===== config.mk =====
export PLATFORM = sky130hd
export DESIGN_NAME = aes_key_cell
export DESIGN_NICKNAME = d
export VERILOG_FILES = /design/src/rtl/core/aes_pkg.sv /design/src/rtl/core/aes_key_cell.sv
export SDC_FILE = /design/constraint.sdc
export NUM_CORES = 1
export LEC_CHECK = 0
export ABC_AREA = 1
export BUFFER_PORTS_ARGS = -buffer_cell sky130_fd_sc_hd__buf_2
export CAP_MARGIN = 40
export CORE_MARGIN = 2
export CORE_UTILIZATION = 25
export DETAILED_ROUTE_END_ITERATION = 7
export MAX_ROUTING_LAYER = met4
export PLACE_DENSITY = 0.49
export SYNTH_ARGS = -nofsm -noshare
export SYNTH_HDL_FRONTEND = slang
export SYNTH_SLANG_ARGS = --single-unit

===== constraint.sdc =====
create_clock -name clock -period 2.2 [get_ports clock]
set_input_delay 0.11 -clock clock [delete_from_list [all_inputs] [get_ports clock]]
set_output_delay 0.11 -clock clock [all_outputs]
set_load 0.03 [all_outputs]

===== src/rtl/core/aes_pkg.sv =====
// AES-128 package: word types, S-box, GF(2^8) helpers and round functions.
// Used by every module of the block cipher core.
package aes_pkg;

   localparam int NumRounds = 10;

   typedef struct packed {
      logic [63:0] plain_high;
      logic [63:0] plain_low;
   } req_word_type;

   typedef struct packed {
      logic [63:0] cipher_high;
      logic [63:0] cipher_low;
   } rsp_word_type;

   typedef enum logic [0:0] {
      CSR_KEY_HIGH = 1'b0,
      CSR_KEY_LOW  = 1'b1
   } csr_index_type;

   function automatic logic [7:0] sbox(input logic [7:0] a);
      logic [7:0] t [256];
      t = '{
      8'h63,8'h7c,8'h77,8'h7b,8'hf2,8'h6b,8'h6f,8'hc5,8'h30,8'h01,8'h67,8'h2b,8'hfe,8'hd7,8'hab,8'h76,
      8'hca,8'h82,8'hc9,8'h7d,8'hfa,8'h59,8'h47,8'hf0,8'had,8'hd4,8'ha2,8'haf,8'h9c,8'ha4,8'h72,8'hc0,
      8'hb7,8'hfd,8'h93,8'h26,8'h36,8'h3f,8'hf7,8'hcc,8'h34,8'ha5,8'he5,8'hf1,8'h71,8'hd8,8'h31,8'h15,
      8'h04,8'hc7,8'h23,8'hc3,8'h18,8'h96,8'h05,8'h9a,8'h07,8'h12,8'h80,8'he2,8'heb,8'h27,8'hb2,8'h75,
      8'h09,8'h83,8'h2c,8'h1a,8'h1b,8'h6e,8'h5a,8'ha0,8'h52,8'h3b,8'hd6,8'hb3,8'h29,8'he3,8'h2f,8'h84,
      8'h53,8'hd1,8'h00,8'hed,8'h20,8'hfc,8'hb1,8'h5b,8'h6a,8'hcb,8'hbe,8'h39,8'h4a,8'h4c,8'h58,8'hcf,
      8'hd0,8'hef,8'haa,8'hfb,8'h43,8'h4d,8'h33,8'h85,8'h45,8'hf9,8'h02,8'h7f,8'h50,8'h3c,8'h9f,8'ha8,
      8'h51,8'ha3,8'h40,8'h8f,8'h92,8'h9d,8'h38,8'hf5,8'hbc,8'hb6,8'hda,8'h21,8'h10,8'hff,8'hf3,8'hd2,
      8'hcd,8'h0c,8'h13,8'hec,8'h5f,8'h97,8'h44,8'h17,8'hc4,8'ha7,8'h7e,8'h3d,8'h64,8'h5d,8'h19,8'h73,
      8'h60,8'h81,8'h4f,8'hdc,8'h22,8'h2a,8'h90,8'h88,8'h46,8'hee,8'hb8,8'h14,8'hde,8'h5e,8'h0b,8'hdb,
      8'he0,8'h32,8'h3a,8'h0a,8'h49,8'h06,8'h24,8'h5c,8'hc2,8'hd3,8'hac,8'h62,8'h91,8'h95,8'he4,8'h79,
      8'he7,8'hc8,8'h37,8'h6d,8'h8d,8'hd5,8'h4e,8'ha9,8'h6c,8'h56,8'hf4,8'hea,8'h65,8'h7a,8'hae,8'h08,
      8'hba,8'h78,8'h25,8'h2e,8'h1c,8'ha6,8'hb4,8'hc6,8'he8,8'hdd,8'h74,8'h1f,8'h4b,8'hbd,8'h8b,8'h8a,
      8'h70,8'h3e,8'hb5,8'h66,8'h48,8'h03,8'hf6,8'h0e,8'h61,8'h35,8'h57,8'hb9,8'h86,8'hc1,8'h1d,8'h9e,
      8'he1,8'hf8,8'h98,8'h11,8'h69,8'hd9,8'h8e,8'h94,8'h9b,8'h1e,8'h87,8'he9,8'hce,8'h55,8'h28,8'hdf,
      8'h8c,8'ha1,8'h89,8'h0d,8'hbf,8'he6,8'h42,8'h68,8'h41,8'h99,8'h2d,8'h0f,8'hb0,8'h54,8'hbb,8'h16};
      return t[a];
   endfunction

   function automatic logic [7:0] xtime(input logic [7:0] v);
      return {v[6:0], 1'b0} ^ (v[7] ? 8'h1b : 8'h00);
   endfunction

   // byte i of the block sits at bits 127-8i
   function automatic logic [127:0] sub_shift(input logic [127:0] s);
      logic [127:0] t;
      for (int c = 0; c < 4; c++) begin
         for (int r = 0; r < 4; r++) begin
            t[127 - 8 * (4 * c + r) -: 8] = sbox(s[127 - 8 * (4 * ((c + r) % 4) + r) -: 8]);
         end
      end
      return t;
   endfunction

   function automatic logic [127:0] mix(input logic [127:0] s);
      logic [127:0] t;
      logic [7:0]   a0, a1, a2, a3, al;
      for (int c = 0; c < 4; c++) begin
         a0 = s[127 - 32 * c -: 8];
         a1 = s[119 - 32 * c -: 8];
         a2 = s[111 - 32 * c -: 8];
         a3 = s[103 - 32 * c -: 8];
         al = a0 ^ a1 ^ a2 ^ a3;
         t[127 - 32 * c -: 8] = a0 ^ al ^ xtime(a0 ^ a1);
         t[119 - 32 * c -: 8] = a1 ^ al ^ xtime(a1 ^ a2);
         t[111 - 32 * c -: 8] = a2 ^ al ^ xtime(a2 ^ a3);
         t[103 - 32 * c -: 8] = a3 ^ al ^ xtime(a3 ^ a0);
      end
      return t;
   endfunction

   function automatic logic [127:0] next_key(input logic [127:0] k, input logic [7:0] rc);
      logic [31:0]  w0, w1, w2, w3, g;
      w0 = k[127:96];
      w1 = k[95:64];
      w2 = k[63:32];
      w3 = k[31:0];
      g  = {sbox(w3[23:16]) ^ rc, sbox(w3[15:8]), sbox(w3[7:0]), sbox(w3[31:24])};
      w0 = w0 ^ g;
      w1 = w1 ^ w0;
      w2 = w2 ^ w1;
      w3 = w3 ^ w2;
      return {w0, w1, w2, w3};
   endfunction

endpackage


===== src/rtl/core/aes_key_cell.sv =====
// One key schedule cell: derives and holds one round key from its neighbor's.
// Depends on aes_pkg.
module aes_key_cell (
   input  logic         clock,
   input  logic         reset,
   input  logic [7:0]   rcon,
   input  logic [127:0] key_prev,
   output logic [127:0] key_out
);
   import aes_pkg::*;

   logic [127:0] key_ff, key_in;

   assign key_in  = next_key(key_prev, rcon);
   assign key_out = key_ff;

   always_ff @(posedge clock) begin
      if (reset) begin
         key_ff <= '0;
      end else begin
         key_ff <= key_in;
      end
   end
endmodule


# Yosys cells after proc, flatten, opt, wreduce, memory -nomap -nowiden
# Memories as Yosys holds them, arrays and structs flattened.
# Cells that the tools add are included.
# totals
output_inout_bits	128
romBits	8192
regBits	128
word_cells	26
memories	4
inputBits	138
# op_classes
magnitude_cmp	4
bitwise	9
n_mux	8
# memory_table
name	depth	width	rd	rd_clocked_by_memory_dff	write_ports	line	text
(name not given)	256	8	1	0	0	aes_pkg.sv:41	return t[a];
(name not given)	256	8	1	0	0	aes_pkg.sv:41	
(name not given)	256	8	1	0	0	aes_pkg.sv:41	
(name not given)	256	8	1	0	0	aes_pkg.sv:41	
# op_table
operator	count
XOR 32 bit	4
2-to-1 mux 8 bit	8
greater-or-equal comparator 9 bit, second input constant	4
NOT 8 -> 9 bit	4
XOR 8 bit	1

# Logic depth before layout (Yosys ltp)
# logic_depth
word_depth	9
depth_mapped	22

# Least setup slack after synthesis
# OpenSTA, ideal clock, no wires.
# synth_timing
path_type	input to register
startpoint	input port key_prev[9]
endpoint	register key_ff[19], in the netlist key_out[19]
arrival_ns	2.173
path_stages	20
path_slack_ns	-0.086
required_time_ns	2.087
path_cell_list	buf_2 -> inv_1 -> ha_1 -> buf_2 -> inv_1 -> nand2_1 -> buf_2 -> nand3_1 -> nand3_1 -> nand3_1 -> nand3_1 -> nand3_1 -> nand2_1 -> nand2_1 -> nand3_1 -> nand2_1 -> nand2_1 -> nand2_1 -> nor2_1 -> nor2_1
# synth_via
elab_chain_cells	8
# synth_rtl
item	line	text
start: declaration	aes_key_cell.sv:7	input logic [127:0] key_prev,
NOT 8 -> 9 bit (not written as such)	aes_pkg.sv:41	
memory (256 x 8 bit)	n/a	
2-to-1 mux 8 bit (not written as such) (2 in a row)	aes_pkg.sv:41	
XOR 32 bit	aes_pkg.sv:83	w0 = w0 ^ g;
XOR 32 bit	aes_pkg.sv:84	w1 = w1 ^ w0;
XOR 32 bit	aes_pkg.sv:85	w2 = w2 ^ w1;
XOR 32 bit	aes_pkg.sv:86	w3 = w3 ^ w2;
end signal: assignment	aes_key_cell.sv:21	key_ff <= key_in;
end: declaration	aes_key_cell.sv:12	logic [127:0] key_ff, key_in;
# No other way between the ends. The select of a mux whose other input is x is not followed.
# A chain may end at the register's enable or synchronous reset.

# Worst setup path in the final report
# layout_timing
startpoint	input port key_prev[10]
endpoint	register key_ff[80], in the netlist key_out[80]
# layout_via
elab_chain_cells	6
# layout_rtl
item	line
NOT 8 -> 9 bit (not written as such)	aes_pkg.sv:41
memory (256 x 8 bit)	n/a
2-to-1 mux 8 bit (not written as such) (2 in a row)	aes_pkg.sv:41
XOR 32 bit	aes_pkg.sv:83
XOR 32 bit	aes_pkg.sv:84
# No other way between the ends. The select of a mux whose other input is x is not followed.

==> flow_summary.yaml <==
grt:
  gr-total-overflow: 0
  grt_max_degree: 97
  grt_use_total: 0.269
  grt_pass1_vias: 24800
  grt_pass1_wl_um: 149000
  antenna_found_initial: 5
timing:
  finalSetupTns_ps: 0
  fin_crit_ps: 2160
  worst_slew_pin_slew_ps: 544
  max_freq_mhz: 463
  setup_viol: 0
  hold_viol: 0
  relSlewSlack: 0.637
  finalCritPeriodShare: 0.982
  drv_slew: 0
  grt_setup_unrepaired: "yes"
floorplan:
  dieArea_sq_um: 72900
  die_x_um: 270
  die_h_um: 270
  core-area_sq_um: 70000
  start_util: 0.253
  rows: 97
  pin_count: 266
worst_setup_path:
  startpoint: "key_prev[10]"
  worstSetupPathType: "input port to register"
  cp_max_fo: 17
  path_cells: "buf_2 > buf_4 > nand2_1 > buf_4 > a21oi_1 > o21ai_0 > nand3_1 > nand3_1 > nand3_1 > nand2_1 > nand2_1 > nand3_2 > a21oi_2 > dlygate4sd3_1"
  path_depth: 14
  max_stage_delay_ps: 540
  cpMaxStageDelayCell: "dlygate4sd3_1"
  setup.worst_path.end: "key_out[80]"
  timing.critical_path.max_delay_family: "buffers and inverters"
  required_ps: 2640
  worstPathArrival_ps: 2600
  critPathLaunchType: "input port"
  cp-end-kind: "register"
  path_buf_inv: 4
power_and_ir_drop:
  power_frac_comb: 0.523
  p_clk_frac: 0.261
  internal-power_w: 0.00668
  seqPwrFrac: 0.216
  vdd_ir_drop_max_uv: 442
  leakagePower_nw: 13.6
  swShare: 0.453
  p_switching_w: 0.00554
  powerDensity_nw_per_um2: 477
clocking:
  root_buffer: "clkbuf_16"
  tritoncts: "built"
  max-clock-path-buffers: 2
  cts_made_buffers: 17
  cts.clk_slew.worst_paths_ps: 80
  cts_max_level: 4
  clock_sinks: 128
logic_synthesis:
  async_flop_share: 0
  avgSynthCellArea_sq_um: 5.27
  yosysWarningCount: 0
  yosys-top-cells-area: "nand3_1 (33%), nand2_1 (22%), dfxtp_1 (14%)"
  synth_area_leader_cell: "nand3_1"
  synth-seq-cells: 128
  netlist.area_leader.share: 0.329
  synth-edff-count: 0
  yosysUniqueCellTypes: 29
  synth_seq_area_share: 0.145
  syn_inst: 3355
  syn_nets: 3553
  yosysMostFrequentCell: "nand3_1"
  synth_flop_cell: "dfxtp_1"
  synth_common_cells: "nand3_1 (1165), nand2_1 (1031), nor2_1 (237), a21oi_1 (171), inv_1 (169)"
  syn_area_sq_um: 17700
layout:
  largest_reg_flops: 128
  layout.nets: 4277
  final_cell_area_sq_um: 25600
  nFillCells: 7828
  drive_gt1_frac: 0.246
  multi_input_area_sq_um: 13400
  area_delta_synth_final_pct: 44.6
  seqCellArea_sq_um: 2560
route:
  drt_wl_total_um: 98800
  via_count: 26500
  ant_nets: 0
  drt_pre_antenna_iters: 7
  drt_iter0_drc: 3490
  wl_per_cell_um: 19.6
  vias_per_cell: 5.27
  drc: 0
placed_design:
  io_buffers: 265
  hpwlAfterDp_um: 76300
  place_area_sq_um: 24100
  place.gp.congestion: 1.04
run_status:
  status: "completed"
hold_path:
  hold_path.class: "input port to register"
flow_run:
  drv_cap: 0
## power groups by stage
stage / combinational (W) / clock [W] / sequential (W)
2_1_floorplan: 0.00299 / 0 / 0.00318
3_3_place_gp: 0.00612 / 0 / 0.00270
3_5_place_dp: 0.00609 / 0 / 0.00269
4_1_cts: 0.00623 / 0.00329 / 0.00264
5_1_grt: 0.00690 / 0.00337 / 0.00266
6_report: 0.00639 / 0.00319 / 0.00264
## metal layers
| layer | part of all wire | wire length, um | global-route usage |
|---|---|---|---|
| met3 | 0.099 | 9770 | 0.0603 |
| met5 | 0 | 0 | - |
| met2 | 0.44 | 43500 | 0.414 |
| met1 | 0.42 | 41300 | 0.339 |
| met4 | 0.042 | 4190 | 0.111 |
## tightest hold or removal path: stages
cell     delay [ps]
buf_2            80
xor2_1           80
nand2_1         120
a21oi_1          70
## layout by cell type, fill, tap and decap left out, drive strengths merged
master,n
a31oi,3
xor2,8
nand4,13
nor2,239
a21oi,175
dlygate4sd3,78
nand3,1178
o211ai,14
clkbuf,18
bufinv,2
o21ai,34
or2,1
inv,192
nand3b,13
buf,854
ha,60
clkinv,11
dfxtp,128
nand2,1069
diode,3
clkinvlp,2
## kinds of logic (layout without fill, tap and decap cells)
logic type                 after synthesis  count (layout)  share of synthesized area
and+or+nand+nor                       2513            2513                      0.632
buffers and inverters                  420            1157                      0.110
AOI/OAI and AO/OA                      226             226                     0.0670
DFF                                    128             128                      0.145
adders and majority gates               60              60                     0.0424
xor gates and xnor gates                 8               8                    0.00396
other                                    0               3                          0
## layout make-up
type | instances | share of cell area
multi-input cells | 2807 | 0.522
repair buffers | 932 | 0.280
flip-flops and latches | 128 | 0.100
well taps | 940 | 0.0460
inverters | 193 | 0.0286
clock buffers | 18 | 0.0172
clock inverters | 14 | 0.00665
diodes | 3 | 0.000293
## how the worst min path moves through the flow
stage	slack [ps]	end	depth (start not counted)	start
global route	30	key_out[121]	4	rcon[1]
floorplan	240	key_out[25]	2	key_prev[25]
CTS	1	key_out[121]	4	rcon[1]
detailed placement	420	key_out[44]	4	key_prev[44]
global placement	410	key_out[73]	3	key_prev[73]
finish	40	key_out[121]	4	rcon[1]
## through the flow
step / instances / hold WS, ps / utilization / total power, W / worst slack (ps)
4_1_cts: 5030 / 0.958 / 0.363 / 0.0122 / 16.3
2_1_floorplan: 3355 / 242 / - / 0.00617 / -27.7
3_5_place_dp: 4920 / 416 / 0.343 / 0.00878 / -356
6_report: 5035 / 35.0 / 0.366 / 0.0122 / 39.8
5_1_grt: 5035 / 34.8 / 0.366 / 0.0129 / -64.8
3_3_place_gp: 4920 / 413 / 0.343 / 0.00882 / -356
## what timing repair did
item                                    in CTS  in global routing
setup buffers                                0                  2
endpoints found under the setup margin       0                 26
hold buffers                                78                  0
endpoints found under the hold margin       94                  0
gates resized for setup                      0                 38
Note: power is estimated with default switching activity, not from simulation.
